==> src/hw/rtl/chf_pkg.sv <==
// shared constants and elaboration-time functions for the compass heading block
package chf_pkg;

  localparam int unsigned FieldW     = 16;
  localparam int unsigned PrescaleW  = 16;
  localparam int unsigned XyW        = 35;
  localparam int unsigned DeclW      = 15;
  localparam int unsigned HeadW      = 9;
  localparam int unsigned DeclQuoW   = 11;
  localparam int unsigned RecipW     = 16;
  localparam int unsigned RecipShift = 19;
  localparam int unsigned ProdW      = DeclW + RecipW;

  localparam logic signed [DeclW-1:0] DeclReset = 15'sd266;
  localparam logic [RecipW-1:0]       Recip15   = 16'd34953;
  localparam logic [HeadW-1:0]        HeadMax   = 9'd360;
  localparam longint                  RadToDegQ32 = 64'sd246083499207;

  // shift-subtract division, elaboration only
  function automatic longint unsigned udiv(input longint unsigned num,
                                           input longint unsigned den);
    longint unsigned rem;
    longint unsigned quo;
    rem = '0;
    quo = '0;
    for (int k = 63; k >= 0; k--) begin
      rem = {rem[62:0], num[k]};
      if (rem >= den) begin
        rem    = rem - den;
        quo[k] = 1'b1;
      end
    end
    return quo;
  endfunction

  // atan(2^-i) in degrees with frac fractional bits, rounded half up
  function automatic longint atan_deg(input int unsigned i, input int unsigned frac);
    longint      q32;
    longint      rad;
    longint      term;
    longint      hi;
    longint      lo;
    int unsigned e;
    rad = 0;
    if (i == 0) begin
      q32 = longint'(45) <<< 32;
    end else begin
      for (int unsigned n = 0; n < 64; n++) begin
        e = i * (2 * n + 1);
        if (e <= 40) begin
          term = longint'(udiv(longint'(1) << (40 - e), longint'(2 * n + 1)));
          if (n[0]) begin
            rad = rad - term;
          end else begin
            rad = rad + term;
          end
        end
      end
      hi  = rad >>> 20;
      lo  = rad & longint'(20'hFFFFF);
      q32 = (hi * RadToDegQ32 + ((lo * RadToDegQ32) >>> 20)) >>> 20;
    end
    return (q32 + (longint'(1) << (31 - frac))) >>> (32 - frac);
  endfunction

endpackage

==> src/hw/rtl/chf_decl.sv <==
// declination register and its conversion from arcminutes to fixed-point degrees
module chf_decl #(
  parameter int unsigned ANG_W = 28,
  parameter int unsigned FRAC  = 16
) (
  input  logic                              clk_i,
  input  logic                              rst_ni,
  input  logic                              cfg_we_i,
  input  logic signed [chf_pkg::DeclW-1:0]  declination_arcmin_i,
  output logic signed [ANG_W-1:0]           decl_o
);
  import chf_pkg::*;

  logic signed [DeclW-1:0]    arcmin_q;
  logic [DeclW-1:0]           mag_d, mag_q;
  logic                       neg_q;
  logic [ProdW-1:0]           prod;
  logic [DeclQuoW-1:0]        k_q;
  logic [DeclW-1:0]           rem_full;
  logic [3:0]                 rem;
  logic [FRAC-3:0]            frac_lut [16];
  logic [DeclQuoW+FRAC-3:0]   quo;
  logic signed [ANG_W-1:0]    decl_d, decl_q;

  // arcmin * 2^FRAC / 60 = (15k + r) * 2^(FRAC-2) / 15
  for (genvar g = 0; g < 16; g++) begin : g_lut
    assign frac_lut[g] = (FRAC-2)'((64'(g) << (FRAC - 2)) / 15);
  end

  always_ff @(posedge clk_i or negedge rst_ni) begin
    if (!rst_ni) begin
      arcmin_q <= DeclReset;
    end else if (cfg_we_i) begin
      arcmin_q <= declination_arcmin_i;
    end
  end

  always_comb begin
    mag_d    = arcmin_q[DeclW-1] ? DeclW'(-arcmin_q) : DeclW'(arcmin_q);
    prod     = ProdW'(mag_d) * ProdW'(Recip15);
    rem_full = mag_q - DeclW'({k_q, 4'b0000}) + DeclW'(k_q);
    rem      = rem_full[3:0];
    quo      = {k_q, frac_lut[rem]};
    decl_d   = neg_q ? -$signed(ANG_W'(quo)) : $signed(ANG_W'(quo));
  end

  always_ff @(posedge clk_i) begin
    mag_q  <= mag_d;
    neg_q  <= arcmin_q[DeclW-1];
    k_q    <= prod[RecipShift +: DeclQuoW];
    decl_q <= decl_d;
  end

  assign decl_o = decl_q;

endmodule

==> config.mk <==
export PLATFORM = sky130hd
export DESIGN_NAME = chf_decl
export DESIGN_NICKNAME = d
export VERILOG_FILES = /design/src/hw/rtl/chf_pkg.sv /design/src/hw/rtl/chf_decl.sv
export SDC_FILE = /design/constraint.sdc
export NUM_CORES = 1
export LEC_CHECK = 0
export ABC_AREA = 1
export BUFFER_PORTS_ARGS = -buffer_cell sky130_fd_sc_hd__buf_2
export CORE_MARGIN = 2
export CORE_UTILIZATION = 45
export DETAILED_ROUTE_END_ITERATION = 8
export GPL_TIMING_DRIVEN = 0
export PLACE_DENSITY_LB_ADDON = 0.25
export SLEW_MARGIN = 30
export SYNTH_ARGS = -nofsm -noshare
export SYNTH_HDL_FRONTEND = slang
export SYNTH_SLANG_ARGS = --single-unit
==> constraint.sdc <==
create_clock -name clk_i -period 9.4 [get_ports clk_i]
set_input_delay 0.47 -clock clk_i [delete_from_list [all_inputs] [get_ports clk_i]]
set_output_delay 0.47 -clock clk_i [all_outputs]
set_load 0.01 [all_outputs]
==> Word level (Yosys, flattened, before mapping) <==
Memory sizes are Yosys's and may differ from the RTL's.
Cells that the tools add are included.
{ "totals": {"register_bits": 59, "latchBits": 0, "ram_bits": 0, "mem_bits_ro": 224, "input_bits": 18, "out_inout_bits": 28, "elab_cells": 18, "memories": 1} }
{ "classes": {"n_addsub": 4, "n_mul": 1, "div_mod_pow": 0, "order_cmp": 1, "n_eq_ne": 0, "shift": 0, "muxes": 4, "n_bitwise": 1, "reduce_logical": 0} }
{ "memory_table": {"columns": ["name", "depth", "width", "rd", "rd_clocked_by_memory_dff", "wr", "line_no", "text"], "rows": [
  ["(no name shown)", 16, 14, 1, 0, 0, "chf_decl.sv:43", "quo = {k_q, frac_lut[rem]};"]
]} }
{ "op_table": {"columns": ["op", "n"], "rows": [
  ["multiplier 15 x 16 -> 30 bit (second input constant)", 1],
  ["2-to-1 mux 14 bit", 2],
  ["negator 25 -> 28 bit", 1],
  ["2-to-1 mux 25 bit", 1],
  ["2-to-1 mux 15 bit", 1],
  ["negator 15 bit", 1],
  ["greater-or-equal comparator 5 bit (second input constant)", 1],
  ["inverter 4 -> 5 bit", 1],
  ["adder 4 bit", 1],
  ["subtractor 4 x 1 -> 4 bit (second input constant)", 1]
]} }

==> Logic depth before layout (Yosys ltp) <==
{ "logic_depth": {"word_depth": 8, "mapped_depth": 27, "mapped_depth_nobuf": 27} }

==> Least setup slack after synthesis <==
No wires, ideal clock.
{ "synth_path": {"path_type": "register to register", "startpoint": "register arcmin_q[0]", "endpoint": "register k_q[5]", "setup_ns": 0.072, "arrival_time_ns": 4.487, "required_ns": 9.328, "path_slack_ns": 4.841, "path_stages_with_launch": 23, "n_path_buf": 0, "synth_period_minus_slack_ns": 4.559, "path_cell_list": "dfrtp_1 > inv_1 > ha_1 > nand2_1 > nor3_1 > nand2_1 > nand2_1 > xor2_1 > ha_1 > inv_1 > fa_1 > inv_1 > fa_1 > fa_1 > ha_1 > ha_1 > nand2_1 > nor2_1 > nand2_1 > nor2_1 > inv_1 > o21ai_0 > xor2_1"} }
{ "synth_via": {"elab_chain_len": 3} }
{ "synth_lines": {"columns": ["element", "line_no", "text"], "rows": [
  ["start, declared", "chf_decl.sv:14", "logic signed [DeclW-1:0] arcmin_q;"],
  ["start signal, assigned", "chf_decl.sv:32", "arcmin_q <= DeclReset;"],
  ["start signal, assigned", "chf_decl.sv:34", "arcmin_q <= declination_arcmin_i;"],
  ["negator 15 bit", "chf_decl.sv:39", "mag_d = arcmin_q[DeclW-1] ? DeclW'(-arcmin_q) : DeclW'(arcmin_q);"],
  ["2-to-1 mux 15 bit (*)", "chf_decl.sv:39", null],
  ["multiplier 15 x 16 -> 30 bit (*)", "chf_decl.sv:40", "prod = ProdW'(mag_d) * ProdW'(Recip15);"],
  ["via prod[24]", "chf_decl.sv:17", "logic [ProdW-1:0] prod;"],
  ["end signal, assigned", "chf_decl.sv:50", "k_q <= prod[RecipShift +: DeclQuoW];"],
  ["end, declared", "chf_decl.sv:18", "logic [DeclQuoW-1:0] k_q;"]
]} }
The timed path passes the listed nets; every way through them passes the cells marked *.
A chain may end at the register's enable or synchronous reset.

==> Final worst setup path <==
Same ends and word-level chain as after synthesis.

==> impl_metrics.csv <==
group,metric,value,unit
floorplanning,pin_count,46,
critical_path,arrival,5.57,ns
timing,period_share,57.56,%
cells_and_area,fillers,1060,
routing,drc,0,
placement,place_congestion,0.8781,
cells_and_area,drive_above_1_share,11.51,%
clock_network,cts_setup_buffers,0,
routing,wl,10360,µm
cells_and_area,n_antenna_cell,0,
placement,portBuffers,44,
synthesis,netlist_area,4935,µm²
floorplanning,die_area,11820,µm²
timing,rsz0062_at_grt,"no",
timing,setup_tns,0,ns
synthesis,ys_seq_area_share,23.10,%
synthesis,synth_edf_count,0,
timing,setup_viol_count_final,0,
clock_network,cts_buffers,5,
floorplanning,dieWidth,108.7,µm
routing,vias,4142,
placement,hpwl,9106,µm
clock_network,cts_tree,"yes",
timing,fmax,0.1848,GHz
synthesis,synthFlopType,"dfxtp_1",
grt,grt_max_degree,16,
floorplanning,start_util,45.72,%
cells_and_area,nNetsFinal,820,
critical_path,endpoint_kind,"register",
hold_path,hp-class,"in2async",
grt,grt_pass1_vias,3923,
clock_network,cts-root-buf,"clkbuf_8",
grt,grt_pass1_wl,17370,µm
floorplanning,core.rowCount,38,
synthesis,synth.avg_cell_area,7.675,µm²
routing,dr.first_iter.drc_count,165,
routing,post_drt_wl_per_cell,12.40,µm
routing,antenna_left,0,
grt,track_usage,18.38,%
critical_path,path_class,"reg2reg",
timing,final_hold_viol_count,0,
critical_path,crit_path_start_kind,"register",
synthesis,synth_common_cells,"nand2_1, inv_1, ha_1, nor2_1, dfxtp_1",
routing,drt-pass1-iter-count,4,
synthesis,syn_nets,769,
synthesis,synth_warnings,0,
cells_and_area,syn2layout_area_growth,10.27,%
synthesis,synth_seq_cells,53,
run,max-cap-violations,0,
floorplanning,die_h,108.7,µm
critical_path,crit_required,9.56,ns
grt,antenna_found_initial,0,
synthesis,synth_largest_area_cell,"ha_1",
clock_network,cts_buffer_depth,2,
clock_network,clock_sinks,53,
synthesis,synth_cell_types,41,
routing,via_per_inst,4.960,
outcome,outcome,"complete, no violations",
grt,gr-total-overflow,0,
synthesis,synthArstFlopShare,28.30,%
cells_and_area,multi_input_area,3288,µm²
synthesis,synth_area_leaders,"ha_1, dfxtp_1, nand2_1, fa_1, inv_1",
timing,tightest_slew,0.5582,ns
synthesis,synth_top_area_share,21.81,%
timing,final.setup_skew,0.01006,ns
cells_and_area,post-route-util,50.42,%
clock_network,cts_resized,0,
critical_path,critPathMaxFanout,4,
clock_network,clkTransAtPathRegs,0.09,ns
timing,maxSlewViolCount,0,
clock_network,cts_hold_buf,0,
cells_and_area,seqCellArea,1140,µm²
timing,final.min_clock_period,5.411,ns
synthesis,synthCells,643,
floorplanning,coreArea,10790,µm²
synthesis,synth_most_common_cell,"nand2_1",
timing,relSlewSlack,62.39,%
clock_network,h-tree-depth,2,
clock_network,clk-insertion-delay-late,0.30,ns
==> metal layers <==
| metal | vias to the layer above | wire length, µm | global-route usage, % |
|---|---|---|---|
| li1 | 2148 | - | - |
| met2 | 77 | 5190 | 32.54 |
| met1 | 1905 | 4592 | 23.51 |
| met4 | 0 | 150 | 5.495 |
| met3 | 12 | 425 | 1.973 |
| met5 | - | 0 | 0 |
==> registers in the layout (all words and copies together), names as in the netlist <==
register and count:
k_q 11, neg_q 1, mag_q 4, arcmin_q 15, decl_o 22
==> cell families after synthesis <==
logic type	Yosys count	share of synthesized area, %
buf+inv	129	10.27
xor+xnor	26	4.614
simple gates	257	22.72
compound gates	69	8.342
flops	53	23.10
mux	1	0.2282
fa+ha+maj	108	30.73
==> area by class of cell <==
cell class / instances / area share, %
Buffer: 13 / 1.311
Clock buffer: 8 / 2.046
Inverter: 116 / 8.002
Multi-Input combinational cell: 461 / 60.43
Sequential cell: 53 / 20.95
Tap cell: 140 / 3.219
Timing Repair Buffer: 44 / 4.047
==> final timing paths <==
path | to | depth (start not counted) | slack (ns) | startpoint
worst min-delay path | arcmin_q[2] | 1 | 0.06 | rst_ni
worst min register to register | decl_o[19] | 2 | 0.47 | k_q[5]
worst max-delay path | k_q[5] | 22 | 3.99 | arcmin_q[0]
worst max register to register | k_q[5] | 22 | 3.99 | arcmin_q[0]
max in group asynchronous | arcmin_q[8] | 1 | 9.04 | rst_ni
min in group clk_i | arcmin_q[7] | 3 | 0.37 | declination_arcmin_i[7]
==> layout by cell type (no fill, tap or decap), types with 2 or more instances in the layout <==
master / synthesis / final
nand3_2: 4 / 4
nand3_1: 31 / 31
fa_1: 22 / 22
o21bai_1: 3 / 3
xnor2_1: 4 / 4
nand2_1: 150 / 150
o21ai_1: 3 / 3
buf_4: 6 / 6
o31ai_1: 2 / 2
a21o_1: 3 / 3
ha_1: 86 / 86
nor4_1: 5 / 5
nor2_1: 43 / 43
nor3_1: 5 / 5
clkbuf_8: 0 / 6
xor2_1: 22 / 22
or2_2: 2 / 2
o21ai_0: 29 / 29
nand4_1: 8 / 8
dfstp_2: 3 / 3
dfxtp_1: 38 / 38
dfrtp_1: 12 / 12
nand2_2: 4 / 4
a21oi_1: 19 / 19
nor2_4: 2 / 2
clkbuf_1: 6 / 7
buf_2: 0 / 44
inv_1: 115 / 115
a31oi_1: 2 / 2
==> through the flow <==
step                      cells  setup slack (ns)  area, µm²  hold slack (ns)
after global routing        835             3.536       5441          0.06827
after floorplan             643             4.841       4935           0.1744
final                       835             3.989       5441          0.05659
after detailed placement    827             4.026       5330           0.3964
after CTS                   835             3.992       5441          0.05999
after global placement      827             4.131       5330           0.3870
==> critical path: stages (launching register included) <==
cell	delay [ns]
dfrtp_1	0.46
inv_1	0.13
ha_1	0.17
nand2_1	0.10
nor3_1	0.29
nand2_1	0.09
nand2_1	0.10
xor2_1	0.35
ha_1	0.24
inv_1	0.07
fa_1	0.51
inv_1	0.07
fa_1	0.49
fa_1	0.50
ha_1	0.31
ha_1	0.32
nand2_1	0.11
nor2_1	0.16
nand2_1	0.09
nor2_1	0.13
inv_1	0.05
o21ai_0	0.41
xor2_1	0.14
Power is not shown: default switching activity piles up to over one toggle a cycle in this logic, so the estimate is an artifact.
