### src/hw/rtl/chf_pkg.sv
// shared constants and elaboration-time functions for the compass heading block
package chf_pkg;

  localparam int unsigned FieldW     = 16;
  localparam int unsigned PrescaleW  = 16;
  localparam int unsigned XyW        = 35;
  localparam int unsigned DeclW      = 15;
  localparam int unsigned HeadW      = 9;
  localparam int unsigned DeclQuoW   = 11;
  localparam int unsigned RecipW     = 16;
  localparam int unsigned RecipShift = 19;
  localparam int unsigned ProdW      = DeclW + RecipW;

  localparam logic signed [DeclW-1:0] DeclReset = 15'sd266;
  localparam logic [RecipW-1:0]       Recip15   = 16'd34953;
  localparam logic [HeadW-1:0]        HeadMax   = 9'd360;
  localparam longint                  RadToDegQ32 = 64'sd246083499207;

  // shift-subtract division, elaboration only
  function automatic longint unsigned udiv(input longint unsigned num,
                                           input longint unsigned den);
    longint unsigned rem;
    longint unsigned quo;
    rem = '0;
    quo = '0;
    for (int k = 63; k >= 0; k--) begin
      rem = {rem[62:0], num[k]};
      if (rem >= den) begin
        rem    = rem - den;
        quo[k] = 1'b1;
      end
    end
    return quo;
  endfunction

  // atan(2^-i) in degrees with frac fractional bits, rounded half up
  function automatic longint atan_deg(input int unsigned i, input int unsigned frac);
    longint      q32;
    longint      rad;
    longint      term;
    longint      hi;
    longint      lo;
    int unsigned e;
    rad = 0;
    if (i == 0) begin
      q32 = longint'(45) <<< 32;
    end else begin
      for (int unsigned n = 0; n < 64; n++) begin
        e = i * (2 * n + 1);
        if (e <= 40) begin
          term = longint'(udiv(longint'(1) << (40 - e), longint'(2 * n + 1)));
          if (n[0]) begin
            rad = rad - term;
          end else begin
            rad = rad + term;
          end
        end
      end
      hi  = rad >>> 20;
      lo  = rad & longint'(20'hFFFFF);
      q32 = (hi * RadToDegQ32 + ((lo * RadToDegQ32) >>> 20)) >>> 20;
    end
    return (q32 + (longint'(1) << (31 - frac))) >>> (32 - frac);
  endfunction

endpackage

### src/hw/rtl/chf_cell.sv
// one vectoring rotation cell of the heading chain
module chf_cell #(
  parameter int unsigned              ANG_W = 28,
  parameter int unsigned              STAGE = 0,
  parameter logic signed [ANG_W-1:0]  ATAN  = '0
) (
  input  logic                             clk_i,
  input  logic                             rst_ni,
  input  logic                             valid_i,
  output logic                             ready_o,
  input  logic signed [chf_pkg::XyW-1:0]   a_i,
  input  logic signed [chf_pkg::XyW-1:0]   b_i,
  input  logic signed [ANG_W-1:0]          ang_i,
  input  logic                             zero_i,
  output logic                             valid_o,
  input  logic                             ready_i,
  output logic signed [chf_pkg::XyW-1:0]   a_o,
  output logic signed [chf_pkg::XyW-1:0]   b_o,
  output logic signed [ANG_W-1:0]          ang_o,
  output logic                             zero_o
);
  import chf_pkg::*;

  logic                    valid_q;
  logic signed [XyW-1:0]   a_q, a_d;
  logic signed [XyW-1:0]   b_q, b_d;
  logic signed [ANG_W-1:0] ang_q, ang_d;
  logic                    zero_q;
  logic signed [XyW-1:0]   da, db;

  assign ready_o = !valid_q || ready_i;

  always_comb begin
    da = b_i >>> STAGE;
    db = a_i >>> STAGE;
    if (b_i[XyW-1]) begin
      a_d   = a_i - da;
      b_d   = b_i + db;
      ang_d = ang_i - ATAN;
    end else begin
      a_d   = a_i + da;
      b_d   = b_i - db;
      ang_d = ang_i + ATAN;
    end
  end

  always_ff @(posedge clk_i or negedge rst_ni) begin
    if (!rst_ni) begin
      valid_q <= 1'b0;
    end else if (ready_o) begin
      valid_q <= valid_i;
    end
  end

  always_ff @(posedge clk_i) begin
    if (ready_o) begin
      a_q    <= a_d;
      b_q    <= b_d;
      ang_q  <= ang_d;
      zero_q <= zero_i;
    end
  end

  assign valid_o = valid_q;
  assign a_o     = a_q;
  assign b_o     = b_q;
  assign ang_o   = ang_q;
  assign zero_o  = zero_q;

endmodule

### config.mk
export PLATFORM = sky130hd
export DESIGN_NAME = chf_cell
export DESIGN_NICKNAME = d
export VERILOG_FILES = /design/src/hw/rtl/chf_pkg.sv /design/src/hw/rtl/chf_cell.sv
export SDC_FILE = /design/constraint.sdc
export NUM_CORES = 1
export LEC_CHECK = 0
export BUFFER_PORTS_ARGS = -buffer_cell sky130_fd_sc_hd__buf_4
export CAP_MARGIN = 15
export CORE_MARGIN = 1.5
export CORE_UTILIZATION = 60
export DETAILED_ROUTE_END_ITERATION = 8
export MAX_ROUTING_LAYER = met4
export PLACE_DENSITY = 0.88
export SETUP_SLACK_MARGIN = 0.05
export SLEW_MARGIN = 15
export SYNTH_ARGS = -nofsm -noshare
export SYNTH_HDL_FRONTEND = slang
export SYNTH_SLANG_ARGS = --single-unit
### constraint.sdc
create_clock -name clk_i -period 14.85 [get_ports clk_i]
set_input_delay 3.7125 -clock clk_i [delete_from_list [all_inputs] [get_ports clk_i]]
set_output_delay 3.7125 -clock clk_i [all_outputs]
set_load 0.1 [all_outputs]
Yosys cells after proc, flatten, opt, wreduce, memory -nomap -nowiden

Index checks and enable logic that the tools add are counted.

Reduce and logical (&&, ||, !) cells: 2
Add/sub/neg operators: 3
Multiplexer cells: 2

Operators by type and width:

| kind               | number |
|---|---|
| $mux W35           | 2 |
| $sub A35 B35 Y35   | 2 |
| $add A35 B35 Y35   | 1 |
| $logic_not A1 Y1   | 1 |
| $logic_or A1 B1 Y1 | 1 |

Input port bits: 103
Flip-flop bits (word level): 100
Word-level logic and storage cells: 12

Longest topological paths before layout

Gate-level depths: netlist of run 1.

Depth after elaboration: 2
Depth in mapped cells: 12
Mapped depth without buffers: 12

Worst setup path before layout of run 1

OpenSTA, ideal clock, no wires.

Kind: input-to-output
Start: input ready_i
End: output ready_o
Cell stages on the path: 1
Data arrival time: 6.805 ns
Path buffers: 0
Path slack: 4.332 ns
Cell sequence: nand2b_1

Longest elaborated chain between the ends: 1

Ends and longest elaborated chain:

| element            | line           | text |
|---|---|---|
| start, declared    | chf_cell.sv:16 | `input logic ready_i,` |
| $logic_or A1 B1 Y1 | chf_cell.sv:31 | `assign ready_o = !valid_q \|\| ready_i;` |
| end, declared      | chf_cell.sv:10 | `output logic ready_o,` |

No other way between the ends.

Worst setup path after layout of run 1

Ends and elaborated chain as after synthesis.

==> results of run 1 <==
## worst paths after layout
kind,start,endpoint,cells after the start
max in group asynchronous,rst_ni,valid_o$_DFFE_PN0P_,1
worst min register to register,valid_o$_DFFE_PN0P_,ang_o[17]$_DFFE_PP_,1
min in group asynchronous,rst_ni,valid_o$_DFFE_PN0P_,1
worst max register to register,valid_o$_DFFE_PN0P_,a_o[11]$_DFFE_PP_,2
worst min-delay path,valid_o$_DFFE_PN0P_,ang_o[17]$_DFFE_PP_,1
worst max-delay path,ready_i,ready_o,3
## layer usage
layer	up-vias	track usage (%)	part of all wire [%]
li1	4091	-	-
met1	4087	46.3	39
met2	589	57.6	46
met3	98	6.54	11
met4	0	14.2	3.8
met5	-	-	0
## cells by family after synthesis
logic type | after synthesis | share of synthesized area (%)
buffers and inverters | 155 | 6.64
flip-flops | 99 | 32.7
multiplexers | 20 | 2.22
AO/OA/AOI/OAI | 337 | 23.8
adder cells (fa/ha/maj) | 105 | 14.7
XOR/XNOR | 60 | 5.79
AND/OR/NAND/NOR | 267 | 14.1
## metrics by stage
stage | utilization, % | hold WS, ns | instances | power (mW) | area (µm²)
3_3_place_gp | 72.7 | 1.05 | 1383 | 1.06 | 10700
2_1_floorplan | - | 3.42 | 1043 | 0.909 | 9080
5_1_grt | 74.7 | 1.15 | 1399 | 1.35 | 10900
6_report | 74.7 | 1.08 | 1399 | 1.31 | 10900
4_1_cts | 74.7 | 1.09 | 1399 | 1.30 | 10900
3_5_place_dp | 72.7 | 1.07 | 1383 | 1.07 | 10700
## cells in the final DEF (no fill, tap or decap), drive strengths merged, types with 10 or more instances in the layout
cell type  Yosys  routed
edfxtp        98      98
buf           21     206
nor2          97      97
nand3         20      20
a31oi         13      13
nand2         50      50
mux2i         19      19
nand2b        10      10
o21ai         60      60
nand4         17      17
inv          103     106
a21o          21      21
ha           102     102
nor3          26      26
a21oi        122     122
o21a          11      11
xnor2         55      55
nor2b         11      11
o21bai        30      30
## cell type report
cell class | instances | area [µm²] | area share, %
Clock buffer | 9 | 225 | 2.06
Tap cell | 184 | 230 | 2.10
Timing Repair Buffer | 206 | 1550 | 14.1
Inverter | 105 | 394 | 3.60
Sequential cell | 99 | 2970 | 27.1
Multi-Input combinational cell | 789 | 5510 | 50.4
Clock inverter | 7 | 60.1 | 0.549
## registers in the layout, summed over array words and instances (netlist names)
name     cells
a_o         35
zero_o       1
ang_o       28
b_o         34
valid_o      1
## power by group
| part | switching (mW) | total [mW] | internal, mW |
|---|---|---|---|
| registers | 0.0142 | 0.379 | 0.365 |
| clock network | 0.121 | 0.238 | 0.117 |
| logic | 0.524 | 0.695 | 0.171 |
==> summary.md, run 1 <==
| Metric | Value |
|---|---|
| Status | `complete, but fails checks` |
| Failing checks | `design-rule violations` |
| P&R area growth vs syn | `20.5%` |
| Unrepaired setup endpoints after global routing | `no` |
| Data required, critical path | `approximately 11 ns` |
| Distinct cells, synth | `78` |
| Post-Syn Area | `between 9000 and 10000 µm²` |
| Setup TNS | `0 ns` |
| Worst setup margin | `6.37 ns` |
| Skew final | `0.00988 ns` |
| Post CTS Setup Buffer Count | `0` |
| Final Max Tran Viols | `0` |
| Global placement routability congestion | `0.997` |
| Dpl hpwl | `between 20000 and 25000 µm` |
| Root Buffer | `clkbuf_16` |
| Final Hold Fails | `0` |
| Critical Path Source Type | `primary input` |
| Top cell type by total area after synthesis | `edfxtp_1` |
| Cell with the most instances after synthesis | `a21oi_1` |
| PD cells | `120 nW/µm²` |
| Commonest cells post-synth | `a21oi_1, inv_1, ha_1` |
| Leakage | `4.92 nW` |
| Hold Crit Class | `reg2reg` |
| Core area | `about 15000 µm²` |
| Port Buffers | `203` |
| Most used cell, CP | `buf_4` |
| CP peak stage delay | `0.53 ns` |
| Syn nets | `roughly 1300` |
| Clock sink count | `just under 100` |
| Largest net degree at the start of global routing | `85` |
| Total GRT Usage | `roughly 36%` |
| Final net count | `1418` |
| Avg Synthesized Cell Area | `around 8.7 µm²` |
| Row count | `44` |
| Crit path arrival time | `4.76 ns` |
| Critical path class | `in2out` |
| Proportion of layout cells with a drive suffix above 1 | `19.6%` |
| Final setup vio count | `0` |
| Post-synth EDFFs | `98` |
| F_max | `118 MHz` |
| Die footprint | `around 16000 µm²` |
| Die Span Y | `126 µm` |
| Total of max-cap violations | `0` |
| Yosys top cell area share | `32.4%` |
| GR Overflow Total | `0` |
| CP top delay family | `simple AND/OR/NAND/NOR gates` |
| TritonCTS clock tree | `built` |
| # fillers | `1079` |
| H-tree levels | `3` |
| Fin crit share | `a little under three fifths` |
| Final WL | `28300 µm` |
| Initial antenna violation count | `0` |
| DRT iter0 DRCs | `1069` |
| PostCTS Resize Cnt | `0` |
| Maximum root-to-sink buffer count | `2` |
| Dominant synthesized flop cell | `edfxtp_1` |
| Setup crit end kind | `output pin` |
| Slew headroom | `34.9%` |
| Vias | `8865` |
| CP max stage cell | `nand2b_4` |
| Synth async-reset ratio | `just over 1%` |
| Mapped Cells | `1043` |
| Largest cells by area after synthesis | `edfxtp_1, ha_1, a21oi_1` |
| Clock Latency Late Sink | `0.36 ns` |
| Clk slew on worst S/H paths | `0.07 ns` |
| CP Cell Sequence | `buf_4 > nand2b_4 > buf_4` |
| Crit-path max FO | `48` |
| Post-DRT Antenna Nets | `0` |
| Post-DR wirelength/cell | `20.3 µm` |
| Sequential area share after synthesis | `32.7%` |
| Slew @ Worst Pin | `0.977 ns` |
| Warnings from Yosys | `0` |
| DR vias/cell | `~6.3` |
| First-pass GRT wire length | `44300 µm` |
| TritonCTS Buffers | `9` |
| Min Clock Period, post-route | `8.48 ns` |
| Setup slack, reg-to-reg | `12.84 ns` |
| # DRC | `23` |
| Initial core utilization | `62.0%` |
| Vias in the first global route | `8324` |
| Synthesis-stage register bit count | `99` |
| Ant. Diodes | `0` |
| Bufs and invs on worst path | `2` |
| Drt pass-1 iters | `9` |
| Die width | `126 µm` |
| # hold bufs at CTS | `0` |
| Pre-CTS WS | `6.39 ns` |
| Ports | `slightly above 200` |
| Worst IR Drop VDD | `90.8 µV` |
Power figures use the tool's default switching activity.
==> inputs of run 2 (changes only) <==
--- a/config.mk
+++ b/config.mk
@@ -8,10 +8,10 @@
 export BUFFER_PORTS_ARGS = -buffer_cell sky130_fd_sc_hd__buf_4
 export CAP_MARGIN = 15
 export CORE_MARGIN = 1.5
-export CORE_UTILIZATION = 60
+export CORE_UTILIZATION = 56
 export DETAILED_ROUTE_END_ITERATION = 8
 export MAX_ROUTING_LAYER = met4
-export PLACE_DENSITY = 0.88
+export PLACE_DENSITY = 0.83
 export SETUP_SLACK_MARGIN = 0.05
 export SLEW_MARGIN = 15
 export SYNTH_ARGS = -nofsm -noshare
==> constraint.sdc (replaced) <==
create_clock -name clk_i -period 8.6 [get_ports clk_i]
set_input_delay 2.15 -clock clk_i [delete_from_list [all_inputs] [get_ports clk_i]]
set_output_delay 2.15 -clock clk_i [all_outputs]
set_load 0.1 [all_outputs]
==> run 2 against run 1 <==
Against the previous run:
- the flow now finishes without violations
- global-route usage decreased by 2.6 points
- sequential power increased by 73%
- register-to-register slack got worse by 6.3 ns
- clock power increased by 74%
- critical path type unchanged
- largest cell class unchanged
==> summary.md, run 2 (synthesized netlist as in run 1, its figures left out) <==
| Metric | Value |
|---|---|
| Status | `finished, final reports clean` |
| Critical path class | `in2out` |
| Skew final | `0.0120 ns` |
| Total of max-cap violations | `0` |
| Row count | `46` |
| Sequential Power Share | `between 20% and 30%` |
| Worst IR Drop VDD | `between 100 and 150 µV` |
| Crit-path max FO | `45` |
| Sw frac | `49.9%` |
| DRT iter0 DRCs | `850` |
| Clock power share | `between 10% and 20%` |
| Slew headroom | `approximately 35%` |
| Comb power frac | `52.8%` |
| Final WL | `roughly 28000 µm` |
| GR Overflow Total | `0` |
| Clock sink count | `99` |
| Most common cell after layout, fill and taps aside | `buf_4` |
| Most used cell, CP | `buf_4` |
| Min Clock Period, post-route | `5.35 ns` |
| CP max stage cell | `nand2b_4` |
| Critical Path Source Type | `primary input` |
| TritonCTS Buffers | `9` |
| Port Buffers | `between 200 and 250` |
| Post CTS Setup Buffer Count | `0` |
| Global placement routability congestion | `1.03` |
| Clk slew on worst S/H paths | `~0.070 ns` |
| # hold bufs at CTS | `0` |
| Max reg flops | `35` |
| Fin crit share | `a little over 60%` |
| Final setup vio count | `0` |
| Power Internal | `between 1 and 1.5 mW` |
| Hold Crit Class | `reg2reg` |
| CP peak stage delay | `0.52 ns` |
| Leakage | `between 4 and 5 nW` |
| CP Cell Sequence | `buf_4 > nand2b_4 > buf_4` |
| Post-DRT Antenna Nets | `0` |
| Core area | `15900 µm²` |
| F_max | `187 MHz` |
| Slew @ Worst Pin | `0.980 ns` |
| Setup TNS | `0 ns` |
| First-pass GRT wire length | `42900 µm` |
| PD cells | `206 nW/µm²` |
| Total GRT Usage | `33.7%` |
| Initial antenna violation count | `0` |
| Dpl hpwl | `21700 µm` |
| Initial core utilization | `57.1%` |
| Die width | `130 µm` |
| Clock Latency Late Sink | `about 0.37 ns` |
| TritonCTS clock tree | `built` |
| Data required, critical path | `between 6 and 7 ns` |
| # DRC | `0` |
| Bufs and invs on worst path | `2` |
| PostCTS Resize Cnt | `0` |
| Ant. Diodes | `0` |
| Vias in the first global route | `8075` |
| Die Span Y | `130 µm` |
| Crit path arrival time | `3.20 ns` |
| H-tree levels | `3` |
| Setup crit end kind | `output pin` |
| Die footprint | `17000 µm²` |
| P_sw | `1.13 mW` |
| Commonest non-fill, non-tap cells in the layout | `buf_4, a21oi_1, inv_1, ha_1, edfxtp_1` |
| Maximum root-to-sink buffer count | `2` |
| Drt pass-1 iters | `7` |
| Final Max Tran Viols | `0` |
| CP top delay family | `simple AND/OR/NAND/NOR gates` |
| Root Buffer | `clkbuf_16` |
| Post-placement cell area | `10700 µm²` |
| Final instance area | `11000 µm²` |
| DR vias/cell | `around 6.0` |
| Unrepaired setup endpoints after global routing | `no` |
| Proportion of layout cells with a drive suffix above 1 | `19.6%` |
| Final net count | `1416` |
| Ports | `204` |
| Post-DR wirelength/cell | `a little under 20 µm` |
| Hold slack | `1.03 ns` |
| Vias | `8638` |
| Largest net degree at the start of global routing | `between 80 and 90` |
| P&R area growth vs syn | `20.9%` |
| Final Hold Fails | `0` |
## run 2: cell type report
| type | instances | area, µm² |
|---|---|---|
| inverter | 105 | 394 |
| clock inverter | 6 | 55.1 |
| multi-input combinational | 789 | 5510 |
| tap | 216 | 270 |
| clock buffer | 10 | 239 |
| fill | 1325 | 4910 |
| timing repair buffer | 204 | 1530 |
| sequential | 99 | 2970 |
## run 2: per-stage QoR
step / power (mW) / std cells / setup WS [ns] / util [%]
after floorplan: 1.57 / 1043 / 1.21 / -
after global placement: 1.84 / 1413 / 3.25 / 67.2
after detailed placement: 1.85 / 1413 / 3.23 / 67.2
after CTS: 2.26 / 1429 / 3.23 / 69.1
after global routing: 2.34 / 1429 / 3.20 / 69.1
final: 2.26 / 1429 / 3.25 / 69.1
## run 2: metal layers
metal | track usage [%] | wire length (µm)
met5 | - | 0
met4 | 12.0 | 888
met3 | 5.90 | 2530
met1 | 43.5 | 11800
met2 | 53.2 | 13000
## run 2: power groups by stage
stage	Clock (mW)	Combinational [mW]	Sequential (mW)
3_5_place_dp	0	1.18	0.665
5_1_grt	0.431	1.25	0.662
3_3_place_gp	0	1.18	0.663
2_1_floorplan	0	0.369	1.20
6_report	0.414	1.20	0.654
4_1_cts	0.419	1.19	0.655
## run 2: worst paths after layout
check / slack (ns) / start / endpoint / cells past startpoint
worst max-delay path: 3.25 / ready_i / ready_o / 3
worst min-delay path: 1.03 / valid_o$_DFFE_PN0P_ / valid_o$_DFFE_PN0P_ / 2
worst max register to register: 6.57 / valid_o$_DFFE_PN0P_ / b_o[33]$_DFFE_PP_ / 2
worst min register to register: 1.03 / valid_o$_DFFE_PN0P_ / valid_o$_DFFE_PN0P_ / 2
max in group asynchronous: 6.97 / rst_ni / valid_o$_DFFE_PN0P_ / 1
min in group asynchronous: 1.55 / rst_ni / valid_o$_DFFE_PN0P_ / 1
## run 2: worst min-delay path: cells and delay by family (launching register included)
kind             cells  cell delay [ns]
and+or+nand+nor      2             0.57
DFF                  1             0.41
