==> src/hw/rtl/chf_pkg.sv <==
// shared constants and elaboration-time functions for the compass heading block
package chf_pkg;

  localparam int unsigned FieldW     = 16;
  localparam int unsigned PrescaleW  = 16;
  localparam int unsigned XyW        = 35;
  localparam int unsigned DeclW      = 15;
  localparam int unsigned HeadW      = 9;
  localparam int unsigned DeclQuoW   = 11;
  localparam int unsigned RecipW     = 16;
  localparam int unsigned RecipShift = 19;
  localparam int unsigned ProdW      = DeclW + RecipW;

  localparam logic signed [DeclW-1:0] DeclReset = 15'sd266;
  localparam logic [RecipW-1:0]       Recip15   = 16'd34953;
  localparam logic [HeadW-1:0]        HeadMax   = 9'd360;
  localparam longint                  RadToDegQ32 = 64'sd246083499207;

  // shift-subtract division, elaboration only
  function automatic longint unsigned udiv(input longint unsigned num,
                                           input longint unsigned den);
    longint unsigned rem;
    longint unsigned quo;
    rem = '0;
    quo = '0;
    for (int k = 63; k >= 0; k--) begin
      rem = {rem[62:0], num[k]};
      if (rem >= den) begin
        rem    = rem - den;
        quo[k] = 1'b1;
      end
    end
    return quo;
  endfunction

  // atan(2^-i) in degrees with frac fractional bits, rounded half up
  function automatic longint atan_deg(input int unsigned i, input int unsigned frac);
    longint      q32;
    longint      rad;
    longint      term;
    longint      hi;
    longint      lo;
    int unsigned e;
    rad = 0;
    if (i == 0) begin
      q32 = longint'(45) <<< 32;
    end else begin
      for (int unsigned n = 0; n < 64; n++) begin
        e = i * (2 * n + 1);
        if (e <= 40) begin
          term = longint'(udiv(longint'(1) << (40 - e), longint'(2 * n + 1)));
          if (n[0]) begin
            rad = rad - term;
          end else begin
            rad = rad + term;
          end
        end
      end
      hi  = rad >>> 20;
      lo  = rad & longint'(20'hFFFFF);
      q32 = (hi * RadToDegQ32 + ((lo * RadToDegQ32) >>> 20)) >>> 20;
    end
    return (q32 + (longint'(1) << (31 - frac))) >>> (32 - frac);
  endfunction

endpackage

==> src/hw/rtl/chf_post.sv <==
// declination add, wrap, clamp and output register
module chf_post #(
  parameter int unsigned ANG_W = 28,
  parameter int unsigned FRAC  = 16
) (
  input  logic                              clk_i,
  input  logic                              rst_ni,
  input  logic                              valid_i,
  output logic                              ready_o,
  input  logic signed [ANG_W-1:0]           ang_i,
  input  logic                              zero_i,
  input  logic signed [ANG_W-1:0]           decl_i,
  output logic                              valid_o,
  input  logic                              ready_i,
  output logic [chf_pkg::HeadW-1:0]         heading_o
);
  import chf_pkg::*;

  localparam logic signed [ANG_W-1:0] Turn = ANG_W'(360) <<< FRAC;

  logic                    s1_valid_q, s2_valid_q;
  logic                    s1_rdy, s2_rdy;
  logic signed [ANG_W-1:0] sum_d, sum_q;
  logic signed [ANG_W-1:0] wrap, clip;
  logic [HeadW-1:0]        head_q;

  assign s2_rdy  = !s2_valid_q || ready_i;
  assign s1_rdy  = !s1_valid_q || s2_rdy;
  assign ready_o = s1_rdy;

  always_comb begin
    sum_d = (zero_i ? '0 : ang_i) + decl_i;
    if (sum_q < 0) begin
      wrap = sum_q + Turn;
    end else if (sum_q > Turn) begin
      wrap = sum_q - Turn;
    end else begin
      wrap = sum_q;
    end
    if (wrap < 0) begin
      clip = '0;
    end else if (wrap > Turn) begin
      clip = Turn;
    end else begin
      clip = wrap;
    end
  end

  always_ff @(posedge clk_i or negedge rst_ni) begin
    if (!rst_ni) begin
      s1_valid_q <= 1'b0;
      s2_valid_q <= 1'b0;
    end else begin
      if (s1_rdy) begin
        s1_valid_q <= valid_i;
      end
      if (s2_rdy) begin
        s2_valid_q <= s1_valid_q;
      end
    end
  end

  always_ff @(posedge clk_i) begin
    if (s1_rdy) begin
      sum_q <= sum_d;
    end
    if (s2_rdy) begin
      head_q <= clip[FRAC +: HeadW];
    end
  end

  assign valid_o   = s2_valid_q;
  assign heading_o = head_q;

`ifndef SYNTHESIS
  a_ready_chain: assert property (@(posedge clk_i) disable iff (!rst_ni)
    ready_i |-> ready_o)
    else $error("ready lost with output free");
  a_head_range: assert property (@(posedge clk_i) disable iff (!rst_ni)
    s2_valid_q |-> head_q <= HeadMax)
    else $error("heading above full turn");
  a_s1_load: assert property (@(posedge clk_i) disable iff (!rst_ni)
    (valid_i && ready_o) |=> s1_valid_q)
    else $error("request dropped at sum stage");
  a_s2_load: assert property (@(posedge clk_i) disable iff (!rst_ni)
    (s1_valid_q && s2_rdy) |=> s2_valid_q)
    else $error("request dropped at output stage");
`endif

endmodule

==> config.mk <==
export PLATFORM = sky130hd
export DESIGN_NAME = chf_post
export DESIGN_NICKNAME = d
export VERILOG_FILES = /design/src/hw/rtl/chf_pkg.sv /design/src/hw/rtl/chf_post.sv
export SDC_FILE = /design/constraint.sdc
export NUM_CORES = 1
export LEC_CHECK = 0
export BUFFER_PORTS_ARGS = -buffer_cell sky130_fd_sc_hd__buf_4
export CORE_ASPECT_RATIO = 1.5
export CORE_MARGIN = 2
export CORE_UTILIZATION = 55
export DETAILED_ROUTE_END_ITERATION = 12
export PLACE_DENSITY = 0.86
export REMOVE_ABC_BUFFERS = 1
export SETUP_SLACK_MARGIN = 0.02
export SLEW_MARGIN = 20
export SYNTH_ARGS = -nofsm -noshare
export SYNTH_HDL_FRONTEND = slang
export SYNTH_SLANG_ARGS = --single-unit
==> constraint.sdc <==
create_clock -name clk_i -period 3.5 [get_ports clk_i]
set_input_delay 1.05 -clock clk_i [delete_from_list [all_inputs] [get_ports clk_i]]
set_output_delay 1.05 -clock clk_i [all_outputs]
set_load 0.005 [all_outputs]
Word level (Yosys, flattened, before mapping)

Cells that the tools add are included.

$lt $le $gt $ge: 4
Add/sub/neg operators: 3
Muxes and demuxes: 4
Reductions and logical operators: 5

Operators by type and width:

| cell                                                 | number |
|---|---|
| two-way mux 28 bit                                   | 3 |
| > comparator 28 x 26 -> 1 bit, second input constant | 2 |
| < comparator 28 x 1 -> 1 bit, second input constant  | 2 |
| adder 28 x 26 -> 28 bit, second input constant       | 1 |
| adder 28 bit                                         | 1 |
| subtractor 28 x 26 -> 28 bit, second input constant  | 1 |
| two-way mux 25 bit                                   | 1 |
| zero test 1 bit                                      | 2 |
| logical OR 1 bit                                     | 2 |
| OR reduction 2 bit                                   | 1 |

Bits of input ports: 61
Word-level logic and storage cells: 21
Register bits after elaboration: 39

Logic depth before layout (Yosys ltp)

Gate-level depths: netlist of the first run.

Word-level depth: 5
Mapped depth: 11
Mapped depth without buffers: 11

Worst setup path before layout of the first run

Ideal clock, no wire load.

Path kind: input to register
From: input zero_i
To: register sum_q[27] (data pin)
Cell stages on the path: 11
Library setup time: 0.255 ns
Data arrival time: 3.071 ns
Path buffers: 2
Setup slack: 0.174 ns
Cells stage by stage: clkbuf_1 -> nor2b_1 -> ha_1 -> clkbuf_1 -> a2111oi_0 -> o21ai_0 -> nand2_1 -> a21oi_1 -> a311oi_1 -> o21ai_0 -> and3_1

Cells in the longest elaborated chain, start to end: 2

Ends and longest elaborated chain:

| element              | line           | source |
|---|---|---|
| start, declared      | chf_post.sv:11 | `input logic zero_i,` |
| two-way mux 28 bit   | chf_post.sv:32 | `sum_d = (zero_i ? '0 : ang_i) + decl_i;` |
| adder 28 bit         | chf_post.sv:32 |  |
| via sum_d[27]        | chf_post.sv:23 | `logic signed [ANG_W-1:0] sum_d, sum_q;` |
| end signal, assigned | chf_post.sv:65 | `sum_q <= sum_d;` |
| end, declared        | chf_post.sv:23 |  |

The timed path passes the listed nets, and every way through them passes these cells.
A chain may end at the register's enable or synchronous reset.

Worst setup path in the final report of the first run

From: input zero_i
To: register sum_q[26] (data pin)

Same word-level chain as after synthesis.

==> results of run 1 <==
[routing by layer]
| metal | vias up | wire length (um) | GRT usage | share of wire |
|---|---|---|---|---|
| met3 | 14 | 311 | 0.03980 | 0.040 |
| met1 | 1478 | 2852 | 0.2125 | 0.37 |
| li1 | 1571 | - | - | - |
| met4 | 0 | 172 | 0.07541 | 0.022 |
| met5 | - | 0 | 0 | 0 |
| met2 | 92 | 4435 | 0.4527 | 0.57 |
[final cells by class]
type                    instances  area share
multi-input cells             312      0.5188
flip-flops and latches         39      0.2725
repair buffers                 87      0.1533
well taps                      74     0.02173
clock buffers                   5     0.01615
inverters                      16     0.01409
clock inverters                 3    0.003523
[registers in the layout, indices dropped and copies added (netlist names)]
signal      count
sum_q          28
heading_o       9
valid_o         1
s1_valid_q      1
[worst min path at each step]
stage	startpoint	end	slack, ns
after floorplan	s1_valid_q	valid_o	0.44
after global placement	s1_valid_q	valid_o	0.45
after detailed placement	s1_valid_q	valid_o	0.48
after CTS	s1_valid_q	valid_o	0.50
after global routing	rst_ni	s1_valid_q	0.52
final	s1_valid_q	valid_o	0.48
[power by group]
| part | internal (W) | leakage (nW) | total [W] | switching (W) |
|---|---|---|---|---|
| Clock | 0.000135 | 0.0392 | 0.000294 | 0.000158 |
| Sequential | 0.000636 | 0.399 | 0.000723 | 0.0000875 |
| Combinational | 0.000340 | 1.44 | 0.000682 | 0.000341 |
| Total | 0.00111 | 1.88 | 0.00170 | 0.000587 |
[cell families after synthesis]
logic type               Yosys count  share of synthesized area
AO/OA/AOI/OAI                    105                     0.2065
XOR/XNOR                          30                    0.07530
adder cells (fa/ha/maj)           31                     0.1133
buffers and inverters             29                    0.03729
flip-flops                        39                     0.3327
multiplexers                       2                   0.006095
AND/OR/NAND/NOR                  144                     0.2288
[stage by stage]
step	power [W]	worst slack [ns]	TNS, ns
2_1_floorplan	0.001169	0.2832	0
3_3_place_gp	0.001372	-0.08630	-0.1298
3_5_place_dp	0.001407	-0.2218	-0.8312
4_1_cts	0.001692	0.06866	0
5_1_grt	0.001798	-0.03839	-0.03839
6_report	0.001699	0.1838	0
[repair_timing]
| item | 4_1_cts | 5_1_grt |
|---|---|---|
| gates resized for setup | 0 | 4 |
| setup endpoints to repair | 0 | 7 |
| hold buffers | 0 | 0 |
[critical path: cells and delay by family]
family	cells	cell delay [ns]
AO/OA/AOI/OAI	6	1.25
adder cells (fa/ha/maj)	2	0.55
buffers and inverters	2	0.19
AND/OR/NAND/NOR	2	0.31
[cells in the final DEF (no fill, tap or decap), types with 4 or more instances in the layout]
cell type / synthesis / routed
xnor2_1: 22 / 22
buf_4: 2 / 87
nand3_1: 12 / 12
nor2_1: 24 / 24
o21ai_0: 15 / 14
nor3_1: 7 / 7
or3_1: 6 / 6
a21oi_1: 30 / 30
o31ai_1: 5 / 4
nand2_1: 24 / 24
a21o_1: 12 / 12
nor3b_1: 4 / 4
xor2_1: 8 / 8
and3_1: 6 / 6
o211ai_1: 6 / 6
a31oi_1: 4 / 4
nor2b_1: 32 / 32
a211oi_1: 5 / 5
o21a_1: 5 / 5
inv_1: 16 / 16
or2_2: 4 / 4
nand4_1: 4 / 4
nor4_1: 4 / 4
clkbuf_8: 0 / 5
nand2b_1: 7 / 7
ha_1: 30 / 30
edfxtp_1: 37 / 37
==> results.sh, run 1 <==
export IMPL_stdcell_area_sq_um=4262
export IMPL_rsz0062_at_grt="true"
export IMPL_ys_seq_area_frac=0.3327
export IMPL_regArea_sq_um=1161
export IMPL_hp_class="reg -> reg"
export IMPL_maxCapViolCount=0
export IMPL_grt_antenna_before_repair=0
export IMPL_placed_area_sq_um=4165
export IMPL_syn_area_sq_um=3490
export IMPL_place_gp_congestion=0.9107
export IMPL_instances_no_fill=536
export IMPL_endpoint="sum_q[26]"
export IMPL_final_hold_viol_count=0
export IMPL_slew_violations=0
export IMPL_n_fill_cell=492
export IMPL_grt_pass1_vias=2995
export IMPL_start_util=0.5692
export IMPL_hold_slack_ns=0.4818
export IMPL_path_class="in -> reg"
export IMPL_clk_pin_slew_ns=0.07
export IMPL_ys_top_cells_by_count="edfxtp_1, nor2b_1, a21oi_1, ha_1"
export IMPL_num_io_pins=72
export IMPL_finalSetupViolations=0
export IMPL_grt_pass1_wl_um=12610
export IMPL_vias=3155
export IMPL_worst_clock_skew_ns=0.008191
export IMPL_diodes=0
export IMPL_synth_edf_count=37
export IMPL_drt_wl_total_um=7771
export IMPL_syn_inst=380
export IMPL_power_density_nw_per_um2=398.6
export IMPL_numCtsBuffers=5
export IMPL_ff2ff_path_depth=7
export IMPL_tightest_slew_ns=0.6975
export IMPL_worstPathArrival_ns=3.34
export IMPL_slew_headroom=0.5301
export IMPL_clock_sinks=39
export IMPL_final_nets=553
export IMPL_vias_per_cell=5.886
export IMPL_yosysMostFrequentCell="edfxtp_1"
export IMPL_drcViolationCount=0
export IMPL_max_stage_delay_ns=0.37
export IMPL_finalCritPeriodShare=0.9475
export IMPL_core_sq_um=6131
export IMPL_worstHoldPathCells=1
export IMPL_cts_max_level=2
export IMPL_worstSetupStartpoint="zero_i"
export IMPL_synth_top_area_share=0.3184
export IMPL_cp_end_kind="flip-flop"
export IMPL_grt_max_degree=30
export IMPL_worst_path_max_delay_cell="fa_1"
export IMPL_ys_ff_latch=39
export IMPL_cts_setup_buffers=0
export IMPL_fp_dieH_um=101.6
export IMPL_utilization=0.6951
export IMPL_drt_first_pass_iters=4
export IMPL_yosysTopAreaCell="edfxtp_1"
export IMPL_drtIter0Drc=181
export IMPL_numPortBuffers=71
export IMPL_num_rows=35
export IMPL_gr_usage_all_layers=0.2188
export IMPL_clk_latency_ns=0.29
export IMPL_hpwl_um=6343
export IMPL_die_w_um=69.04
export IMPL_crit_top_cell="nor2b_1"
export IMPL_setup_worst_path_start_class="input port"
export IMPL_max_freq_mhz=301.6
export IMPL_clock_path_buffers=2
export IMPL_r2r_start="sum_q[19]"
export IMPL_r2r_end="heading_o[3]"
export IMPL_r2r_slack_ns=0.70
export IMPL_clock_root_buffer="clkbuf_8"
export IMPL_power_leakage_nw=1.876
export IMPL_synth_cell_types=58
export IMPL_die_area_sq_um=7011
export IMPL_multi_input_area_sq_um=2211
export IMPL_final_antenna_net_count=0
export IMPL_status="complete, no violations"
export IMPL_cp_max_fo=6
export IMPL_postSynthAreaPerCell_sq_um=9.183
export IMPL_yosysWarnings=0
export IMPL_area_delta_synth_final_pct=22.12
export IMPL_synth_area_top_cells="edfxtp_1, ha_1, nor2b_1, xnor2_1, a21oi_1"
export IMPL_crit_chain="buf_4 -> nor2b_1 -> ha_1 -> inv_1 -> fa_1 -> nor2b_1 -> o2111ai_1 -> a21oi_1 -> o21ai_1 -> o31ai_2 -> o21a_1 -> o211ai_1"
export IMPL_crit_required_ns=3.52
export IMPL_placedCellCount=528
export IMPL_ys_flop_type="edfxtp_1"
export IMPL_synthArstFlopShare=0.05128
export IMPL_grt_overflow=0
export IMPL_fin_crit_ns=3.316
export IMPL_power_ir_vdd_worst_uv=223.1
export IMPL_drive_above_1_share=0.2338
export IMPL_cts_tree="yes"
export IMPL_routedWlPerCell_um=14.50
Power figures use the tool's default switching activity.
==> run 2, diff against run 1 <==
--- a/config.mk
+++ b/config.mk
@@ -5,6 +5,7 @@
 export SDC_FILE = /design/constraint.sdc
 export NUM_CORES = 1
 export LEC_CHECK = 0
+export ABC_AREA = 1
 export BUFFER_PORTS_ARGS = -buffer_cell sky130_fd_sc_hd__buf_4
 export CORE_ASPECT_RATIO = 1.5
 export CORE_MARGIN = 2
==> run 2 against run 1 <==
Non-clock buffer count down 10; utilization up 0.12 points; flip-flop and latch count unchanged; clock-buffer cell count up 1; critical path depth up 2; cell area up 0.18%; combinational power up 5.7%; wire length up 8.2%; global-route usage up 3.5 points; synthesized cell count up 21%; setup slack better by 0.22 ns.
==> results.sh, run 2 <==
export IMPL_instances_no_fill=613
export IMPL_cts_hold_buffers=0
export IMPL_rsz0062_at_grt="false"
export IMPL_worst_path_max_delay_cell="ha_1"
export IMPL_vias=3217
export IMPL_ys_seq_area_frac=0.3320
export IMPL_mostFrequentLayoutCell="inv_1"
export IMPL_synth_edf_count=37
export IMPL_synth_fa_ha_area_frac=0.1131
export IMPL_yosysTopAreaCell="edfxtp_1"
export IMPL_routedWlPerCell_um=13.71
export IMPL_grt_pass1_wl_um=14190
export IMPL_clk_latency_ns=0.29
export IMPL_synthArstFlopShare=0.05128
export IMPL_synth_area_top_cells="edfxtp_1, ha_1, inv_1, nand2_1, nor2_1"
export IMPL_synthXorXnorAreaFrac=0.07979
export IMPL_finalCritPeriodShare=0.8835
export IMPL_fin_tns_setup_ns=0
export IMPL_fp_dieH_um=101.7
export IMPL_diodes=0
export IMPL_core_sq_um=6131
export IMPL_drt_first_pass_iters=4
export IMPL_cp_max_fo=27
export IMPL_hp_class="reg -> reg"
export IMPL_max_stage_delay_ns=0.28
export IMPL_final_hold_viol_count=0
export IMPL_cts_max_level=2
export IMPL_vias_per_cell=5.248
export IMPL_grt_max_degree=30
export IMPL_synth_top_family_by_area="simple AND/OR/NAND/NOR gates"
export IMPL_finalSetupViolations=0
export IMPL_worstPathArrival_ns=3.14
export IMPL_max_freq_mhz=323.4
export IMPL_n_fill_cell=538
export IMPL_slew_headroom=0.6418
export IMPL_synth_cell_types=43
export IMPL_clock_root_buffer="clkbuf_8"
export IMPL_synth_top_area_share=0.3177
export IMPL_clk_pin_slew_ns=0.08
export IMPL_power_leakage_nw=2.152
export IMPL_num_rows=35
export IMPL_worst_clock_skew_ns=0.007150
export IMPL_postSynthAreaPerCell_sq_um=7.636
export IMPL_path_class="in -> reg"
export IMPL_ys_ff_latch=39
export IMPL_gr_usage_all_layers=0.2542
export IMPL_clock_sinks=39
export IMPL_power_ir_vdd_worst_uv=206.0
export IMPL_die_w_um=69.11
export IMPL_tightest_slew_ns=0.5349
export IMPL_grt_antenna_before_repair=0
export IMPL_status="complete, no violations"
export IMPL_syn_inst=458
export IMPL_drive_above_1_share=0.2078
export IMPL_slew_violations=0
export IMPL_die_area_sq_um=7025
export IMPL_cp_top_family="compound AO/OA/AOI/OAI gates"
export IMPL_cts_tree="yes"
export IMPL_ys_flop_type="edfxtp_1"
export IMPL_drtIter0Drc=218
export IMPL_ys_top_cells_by_count="inv_1, nand2_1, nor2_1"
export IMPL_layout_common_cells="inv_1, nand2_1, buf_4, nor2_1"
export IMPL_grt_pass1_vias=3282
export IMPL_final_antenna_net_count=0
export IMPL_setup_worst_path_start_class="input port"
export IMPL_drt_wl_total_um=8406
export IMPL_maxCapViolCount=0
export IMPL_yosysMostFrequentCell="inv_1"
export IMPL_numCtsBuffers=5
export IMPL_num_io_pins=72
export IMPL_clock_path_buffers=2
export IMPL_placedCellCount=605
export IMPL_start_util=0.5704
export IMPL_syn_area_sq_um=3497
export IMPL_crit_required_ns=3.54
export IMPL_power_density_nw_per_um2=423.8
export IMPL_regMostFlops="sum_q"
export IMPL_grt_overflow=0
export IMPL_hpwl_um=7231
export IMPL_fin_crit_ns=3.092
export IMPL_largest_register_ffs=28
export IMPL_cp_end_kind="flip-flop"
export IMPL_area_delta_synth_final_pct=22.08
export IMPL_cts_setup_buffers=0
export IMPL_yosysWarnings=0
export IMPL_drcViolationCount=0
export IMPL_final_nets=630
export IMPL_critPathBufInv=3
export IMPL_crit_top_cell="nand2_1"
export IMPL_synth_mux_area_frac=0
export IMPL_cts_resized=0
export IMPL_place_gp_congestion=0.8866
export IMPL_numPortBuffers=71
export IMPL_synth_compound_area_frac=0.1410
export IMPL_synth_simple_area_share=0.2376
export IMPL_crit_chain="buf_4 -> inv_1 -> nand2_1 -> inv_1 -> ha_1 -> nand3_1 -> nand2_1 -> a21oi_1 -> o21ai_2 -> a21boi_2 -> o21bai_1 -> nand2_1 -> o21ai_0 -> xor2_1"
run 2: cell count changes after synthesis, moves of 6 or more:
cell      change
nand2b_1      -7
nor2_2        +8
xor2_1        +9
a21oi_1       +7
xnor2_1       -9
nor2b_1      -32
a21o_1       -11
and3_1        -6
nor2_1       +34
nand2_1      +53
inv_1        +66
or3_1         -6
run 2: worst register-to-register path: cells and delay by family (launching register included):
kind | cells | cell delay, ns
simple gates | 15 | 1.34
flops | 1 | 0.48
fa+ha+maj | 1 | 0.16
buf+inv | 1 | 0.12
run 2: power by group:
part / internal, W / switching (W)
clock network: 0.000231 / 0.000157
registers: 0.000639 / 0.0000618
logic: 0.000302 / 0.000420
run 2: kinds of logic after synthesis:
group           count (synthesis)
buf+inv                        89
xor+xnor                       31
fa+ha+maj                      31
compound gates                 83
simple gates                  185
flops                          39
run 2: per-layer routing:
| layer | up-vias | global-route usage | share of wire |
|---|---|---|---|
| li1 | 1670 | - | - |
| met1 | 1446 | 0.2563 | 0.37 |
| met2 | 81 | 0.5037 | 0.56 |
| met3 | 20 | 0.03781 | 0.035 |
| met4 | 0 | 0.1237 | 0.041 |
| met5 | - | 0 | 0 |
run 2: final timing paths:
kind | start | to | slack, ns | cells past startpoint
worst max-delay path | zero_i | sum_q[23] | 0.41 | 14
worst min-delay path | s1_valid_q | valid_o | 0.51 | 2
worst max register to register | sum_q[20] | heading_o[7] | 1.18 | 17
worst min register to register | s1_valid_q | valid_o | 0.51 | 2
max in group asynchronous | rst_ni | s1_valid_q | 2.88 | 1
min in group asynchronous | rst_ni | valid_o | 0.53 | 1
run 2: layout make-up:
type / instances / area [sq um] / share of cell area
clock inverters: 2 / 35.03 / 0.008206
well taps: 74 / 92.59 / 0.02169
repair buffers: 77 / 578.1 / 0.1354
clock buffers: 6 / 82.58 / 0.01934
flip-flops and latches: 39 / 1161 / 0.2720
multi-input cells: 330 / 1998 / 0.4681
inverters: 85 / 321.6 / 0.07532
run 2: metrics by stage:
stage	utilization	hold slack [ns]	setup slack, ns	total power, W	area (sq um)
final	0.6963	0.5109	0.4079	0.001809	4269
after floorplan	-	0.4352	0.6006	0.001191	3481
after global routing	0.6963	0.5164	0.2041	0.001933	4269
after CTS	0.6963	0.5213	0.3802	0.001818	4269
after detailed placement	0.6771	0.5201	0.06989	0.001434	4151
after global placement	0.6771	0.4504	0.1871	0.001405	4151
